File: src/rtl/qsl_pkg.sv
package qsl_pkg;

    // Buffer and data sizing.
    localparam int MAX_ELEMS   = 64;
    localparam int DATA_WIDTH  = 32;
    localparam int ADDR_W      = $clog2(MAX_ELEMS);
    localparam int CNT_W       = ADDR_W + 1;

    // Range stack sizing: one entry holds a low and a high index.
    localparam int STACK_DEPTH = 64;
    localparam int SADDR_W     = $clog2(STACK_DEPTH);
    localparam int SP_W        = SADDR_W + 1;
    localparam int ENTRY_W     = 2 * ADDR_W;

    // Port widths of the item fields.
    localparam int FIELD_W     = 32;

    typedef enum logic [3:0] {
        ST_IDLE,
        ST_INIT,
        ST_POP,
        ST_POP_WAIT,
        ST_PIVOT,
        ST_SCAN_RD,
        ST_SCAN_CMP,
        ST_SWAP_WR,
        ST_FIN_WR1,
        ST_FIN_WR2,
        ST_PUSH_HI,
        ST_EMIT,
        ST_DONE
    } state_t;

endpackage

File: src/rtl/qsl_cmp.sv
module qsl_cmp (
    input  logic signed [qsl_pkg::DATA_WIDTH-1:0] elem,
    input  logic signed [qsl_pkg::DATA_WIDTH-1:0] pivot,
    output logic                                  lt
);
    import qsl_pkg::*;

    // Two's complement compare shared by every step of the partition scan.
    assign lt = (elem < pivot);

endmodule

File: config.mk
export PLATFORM = sky130hd
export DESIGN_NAME = qsl_cmp
export DESIGN_NICKNAME = d
export VERILOG_FILES = /design/src/rtl/qsl_pkg.sv /design/src/rtl/qsl_cmp.sv
export SDC_FILE = /design/constraint.sdc
export NUM_CORES = 1
export LEC_CHECK = 0
export BUFFER_PORTS_ARGS = -buffer_cell sky130_fd_sc_hd__buf_4
export CAP_MARGIN = 20
export CELL_PAD_IN_SITES_DETAIL_PLACEMENT = 1
export CELL_PAD_IN_SITES_GLOBAL_PLACEMENT = 1
export CORE_UTILIZATION = 24
export DETAILED_ROUTE_END_ITERATION = 10
export PLACE_DENSITY_LB_ADDON = 0.1
export SLEW_MARGIN = 20
export SYNTH_ARGS = -nofsm -noshare
export SYNTH_HDL_FRONTEND = slang
export SYNTH_SLANG_ARGS = --single-unit
File: constraint.sdc
create_clock -name vclk -period 1.7
set_clock_uncertainty 0.1 [all_clocks]
set_input_delay 0.17 -clock vclk [all_inputs]
set_output_delay 0.17 -clock vclk [all_outputs]
set_load 0.02 [all_outputs]
==> flow_summary_export.csv, run 1 <==
group,metric,value,unit
status,outcome,"finished, violations left",
status,violations,"negative setup slack",
placed_design,pre_cts_ws,-0.422,ns
synthesis,yosys-top-cells-area,"ha_1 49%, inv_1 15%, a21oi_1 5.1%",
power,p_int,0.226,mW
power,pwr-share-comb,100.0,%
critical_path,crit_path_end_kind,"primary output",
power,p_sw,0.149,mW
power,p_per_area,236,nW/µm²
synthesis,synth_top_area_share,49.1,%
min_path,hold_path_class,"in2out",
run,max_cap_viol_count,0,
synthesis,ys_seq_area_share,0,%
placed_design,hpwl,2180,µm
detailed_routing,firstDrtPassIters,2,
detailed_routing,wl,2400,µm
global_route,grt_max_degree,5,
synthesis,post_synth.cell_area_avg,7.31,µm²
die,core_area,3080,µm²
detailed_routing,avgViaCountPerCell,4.57,
timing,drv_slew,0,
global_route,grt_overflow_total,0,
timing,finalCritPeriodShare,118,%
global_route,antenna_found_initial,0,
die,die_x,59.4,µm
timing,setup_tns,-0.306,ns
critical_path,start_kind,"primary input",
detailed_routing,wl_per_cell,10.9,µm
timing,fin_ws,-0.306,ns
timing,period_needed,2.01,ns
critical_path,cp_data_required_time,1.43,ns
critical_path,crit_path_start,"elem[10]",
power,clockPowerShare,0,%
global_route,grt_pass1_vias,1034,
timing,tightest_slew,0.238,ns
detailed_routing,via_count,1011,
synthesis,synth_fp_nets,203,
cells_and_area,layout-drive-gt1-share,58.2,%
detailed_routing,drtAntennaViolNets,0,
die,dieArea,3520,µm²
synthesis,synthCells,108,
cells_and_area,nClkBuffers,0,
critical_path,cp.arrival,1.74,ns
critical_path,worstPathMaxFanout,2,
timing,setup_viol,1,
die,die_h,59.4,µm
timing,clock.fmax,498,MHz
timing,relSlewSlack,84.1,%
global_route,track_usage,13.4,%
timing,rsz0062_at_grt,"yes",
power,total_leakage_power,0.843,nW
clock_network,ctsHoldBuffers,0,
synthesis,synth_cell_types,23,
cells_and_area,seq_area,0,µm²
power,p_total,0.375,mW
power,seq_power_share,0,%
placed_design,gp_congestion,0.737,
synthesis,yosys_warnings,0,
critical_path,crit_type,"in2out",
die,num_rows,20,
synthesis,synthTopCellsByCount,"31 x ha_1, 31 x inv_1, 8 x a21oi_1",
die,initial_core_util,25.7,%
cells_and_area,diodes,0,
power,sw_frac_of_total,39.8,%
cells_and_area,design.seq.count,0,
cells_and_area,area_delta_synth_final,101,%
placed_design,port_buffers,65,
min_path,min-delay-start,"elem[30]",
power,irDropWorstVdd,0.0000832,V
cells_and_area,final_util,51.6,%
timing,hold_violations,0,
synthesis,netlist_area,790,µm²
global_route,grt_pass1_wl,3820,µm
die,io_pins,65,
clock_network,postCtsSetupBuffers,0,
detailed_routing,drcViolationCount,0,
synthesis,synth.largest_area_cell,"ha_1",
cells_and_area,fin_nets,274,
detailed_routing,drt-initial-drc-count,10,
[cell families (layout without fill, tap and decap cells)]
kind of cell	Yosys count	count (layout)	synth area share, %
buf+inv	31	100	14.7
fa+ha+maj	31	31	49.1
simple gates	22	22	15.2
compound gates	23	23	19.7
mux	1	1	1.27
[cell type report]
type | count | area, µm²
tap | 44 | 55.1
inverter | 31 | 124
multi-input combinational | 77 | 883
timing repair buffer | 69 | 526
fill | 371 | 1490
[layout by cell type (no fill, tap or decap)]
cell      count
or4b_4        1
and3_4        1
a21o_1        3
nand2_1       3
nand3_2       1
mux2i_4       1
nor3_2        1
a21oi_1       7
nand4_1       5
inv_4         3
a22o_1        1
a31oi_1       1
o21bai_1      1
a311oi_2      1
a21oi_4       1
inv_2         6
a211oi_2      1
a211o_1       1
ha_4         12
a31oi_2       1
ha_1         19
nand2b_1      1
o21ai_2       2
inv_1        22
buf_4        67
o21ai_0       2
a21boi_2      1
nand3_1       5
nor2_1        2
and3_1        1
buf_6         2
nor2_2        1
[critical path, cell delays in order]
cell and delay [ns]:
buf_4 0.11, ha_1 0.31, nand4_1 0.13, nor2_2 0.05, a211o_1 0.29, a311oi_2 0.22, o21ai_2 0.12, mux2i_4 0.19
buf_6 0.13
[what timing repair did]
action | in CTS | in global routing
resized for setup | 6 | 11
pin swaps | 8 | 9
endpoints found under the setup margin | 1 | 1
[metrics by stage]
stage	hold slack, ns	std cells	area (µm²)
3_3_place_gp	0.751	221	1490
3_5_place_dp	0.756	221	1490
5_1_grt	0.749	221	1590
2_1_floorplan	0.517	108	915
4_1_cts	0.737	221	1500
6_report	0.734	221	1590
[power groups by stage]
stage	Sequential, mW	Combinational, mW	Clock [mW]
2_1_floorplan	0	0.169	0
3_3_place_gp	0	0.324	0
3_5_place_dp	0	0.342	0
4_1_cts	0	0.349	0
5_1_grt	0	0.420	0
6_report	0	0.375	0
[path summary, 6_finish.rpt]
check / endpoint / slack [ns] / depth (start not counted)
setup / recovery: lt / -0.31 / 9
hold / removal: lt / 0.73 / 5
[metal layers]
metal	GRT usage [%]	vias up	wire length [µm]
li1	-	515	-
met1	14.7	463	895
met3	0.873	0	125
met2	28.6	33	1380
met4	0	0	0
met5	0	-	0
Power figures use the tool's default switching activity.
==> inputs of run 2 (changes only) <==
CELL_PAD_IN_SITES_DETAIL_PLACEMENT = default   (was 1)
CELL_PAD_IN_SITES_GLOBAL_PLACEMENT = default   (was 1)
CORE_UTILIZATION = 37   (was 24)
PLACE_DENSITY = 0.8   (was default)
PLACE_DENSITY_LB_ADDON = default   (was 0.1)
==> flow_summary_export.csv, run 2 (synthesis gave the netlist of run 1 again) <==
group,metric,value,unit
status,outcome,"finished, violations left",
status,violations,"negative setup slack",
global_route,use_met3,1.85,%
cells_and_area,layout-drive-gt1-share,54.5,%
cells_and_area,area_delta_synth_final,95.9,%
timing,fin_ws,-0.321,ns
cells_and_area,stdcell_area,1550,µm²
detailed_routing,drt-initial-drc-count,13,
critical_path,worstPathMaxFanout,2,
cells_and_area,seq_area,0,µm²
critical_path,max_stage_delay,0.30,ns
critical_path,worstSetupPathDepth,10,
min_path,hold_path_depth,5,
cells_and_area,final_cells,205,
timing,drv_slew,0,
critical_path,start_kind,"primary input",
min_path,min-delay-start,"elem[30]",
timing,finalCritPeriodShare,119,%
timing,hold_violations,0,
cells_and_area,nClkBuffers,0,
timing,setup_viol,1,
timing,rsz0062_at_grt,"yes",
timing,tightest_slew,0.260,ns
critical_path,crit_family,"compound AO/OA/AOI/OAI gates",
power,pwr-share-comb,100.0,%
global_route,grt_pass1_vias,826,
detailed_routing,drcViolationCount,0,
die,num_rows,16,
cells_and_area,final_common_cell,"buf_4",
timing,clock.fmax,495,MHz
global_route,track_usage,17.9,%
global_route,grt_overflow_total,0,
detailed_routing,avgViaCountPerCell,4.70,
cells_and_area,diodes,0,
power,total_leakage_power,0.862,nW
critical_path,crit_path_end_kind,"primary output",
detailed_routing,wl,2090,µm
power,clockPowerShare,0,%
detailed_routing,wl_per_cell,10.2,µm
critical_path,path_buf_inv,3,
timing,relSlewSlack,82.6,%
power,p_per_area,231,nW/µm²
die,initial_core_util,39.8,%
placed_design,gp_congestion,0.780,
die,die_x,48.2,µm
global_route,grt_pass1_wl,3080,µm
die,dieArea,2320,µm²
global_route,grt_use_met2,36.5,%
power,p_sw,0.138,mW
power,seq_power_share,0,%
critical_path,crit_type,"in2out",
run,max_cap_viol_count,0,
detailed_routing,via_count,964,
placed_design,hpwl,1910,µm
power,p_int,0.219,mW
clock_network,ctsHoldBuffers,0,
placed_design,dp.cells,205,
power,sw_frac_of_total,38.5,%
min_path,hold_path_class,"in2out",
die,die_h,48.2,µm
critical_path,cp_cell_sequence,"buf_4, inv_1, ha_4, nand4_1, nor2_2, a211o_1, a311oi_2, o21ai_2, mux2i_4, buf_6",
critical_path,cp_data_required_time,1.43,ns
cells_and_area,design.seq.count,0,
power,irDropWorstVdd,0.000136,V
detailed_routing,firstDrtPassIters,4,
global_route,antenna_found_initial,0,
critical_path,crit_path_start,"pivot[15]",
critical_path,crit_slowest_cell,"a211o_1",
global_route,grt_max_degree,5,
placed_design,port_buffers,65,
critical_path,cp.arrival,1.75,ns
min_path,hold_end,"lt",
global_route,grt_use_met1,19.3,%
die,io_pins,65,
cells_and_area,final_cell_mix,"65 x buf_4, 24 x inv_1, 21 x ha_1",
placed_design,placed_area,1470,µm²
timing,period_needed,2.02,ns
die,core_area,1980,µm²
detailed_routing,drtAntennaViolNets,0,
cells_and_area,fin_nets,275,
timing,fin_hold_ws,0.726,ns
clock_network,postCtsSetupBuffers,0,
global_route,busiest_layer,"met2",
[run 2: cell count changes in the layout (fill, tap and decap cells not counted), moves of 2 or more]
| cell | change |
|---|---|
| inv_1 | +2 |
| buf_4 | -2 |
| buf_6 | +3 |
| ha_1 | +2 |
| inv_2 | -3 |
| ha_4 | -2 |
[run 2: per-layer routing]
metal	vias to the layer above	routed length (µm)	share of wire, %
met5	-	0	0
met4	0	13	0.62
met3	2	111	5.3
met2	32	1140	55
met1	413	826	39
li1	517	-	-
[run 2: worst max-delay path by stage]
| stage | endpoint | slack (ns) |
|---|---|---|
| 6_report | lt | -0.32 |
| 5_1_grt | lt | -0.37 |
| 4_1_cts | lt | -0.30 |
| 3_5_place_dp | lt | -0.41 |
| 3_3_place_gp | lt | -0.35 |
| 2_1_floorplan | lt | -0.1 |
[run 2: cell type report]
class                           count  area [µm²]
Inverter                           31         126
Tap cell                           27        33.8
Multi-Input combinational cell     77         842
Timing Repair Buffer               70         544
Fill cell                         146         435
[run 2: power by group through the flow]
stage          registers, mW  logic, mW  clock network (mW)
6_report                   0      0.357                   0
5_1_grt                    0      0.402                   0
4_1_cts                    0      0.353                   0
3_5_place_dp               0      0.336                   0
3_3_place_gp               0      0.324                   0
2_1_floorplan              0      0.169                   0
[run 2: metrics by stage]
stage | TNS [ns] | utilization [%] | worst slack (ns) | power (mW)
CTS | -0.300 | 77.1 | -0.300 | 0.353
floorplan | -0.0957 | - | -0.0957 | 0.169
finish | -0.321 | 78.0 | -0.321 | 0.357
detailed placement | -0.410 | 74.4 | -0.410 | 0.336
global route | -0.373 | 78.0 | -0.373 | 0.402
global placement | -0.347 | 74.4 | -0.347 | 0.324
[run 2: timing repair]
action / in CTS / in global routing
gates resized for setup: 12 / 2
endpoints found under the hold margin: 0 / 0
pin swaps: 16 / 4
endpoints found under the setup margin: 1 / 1
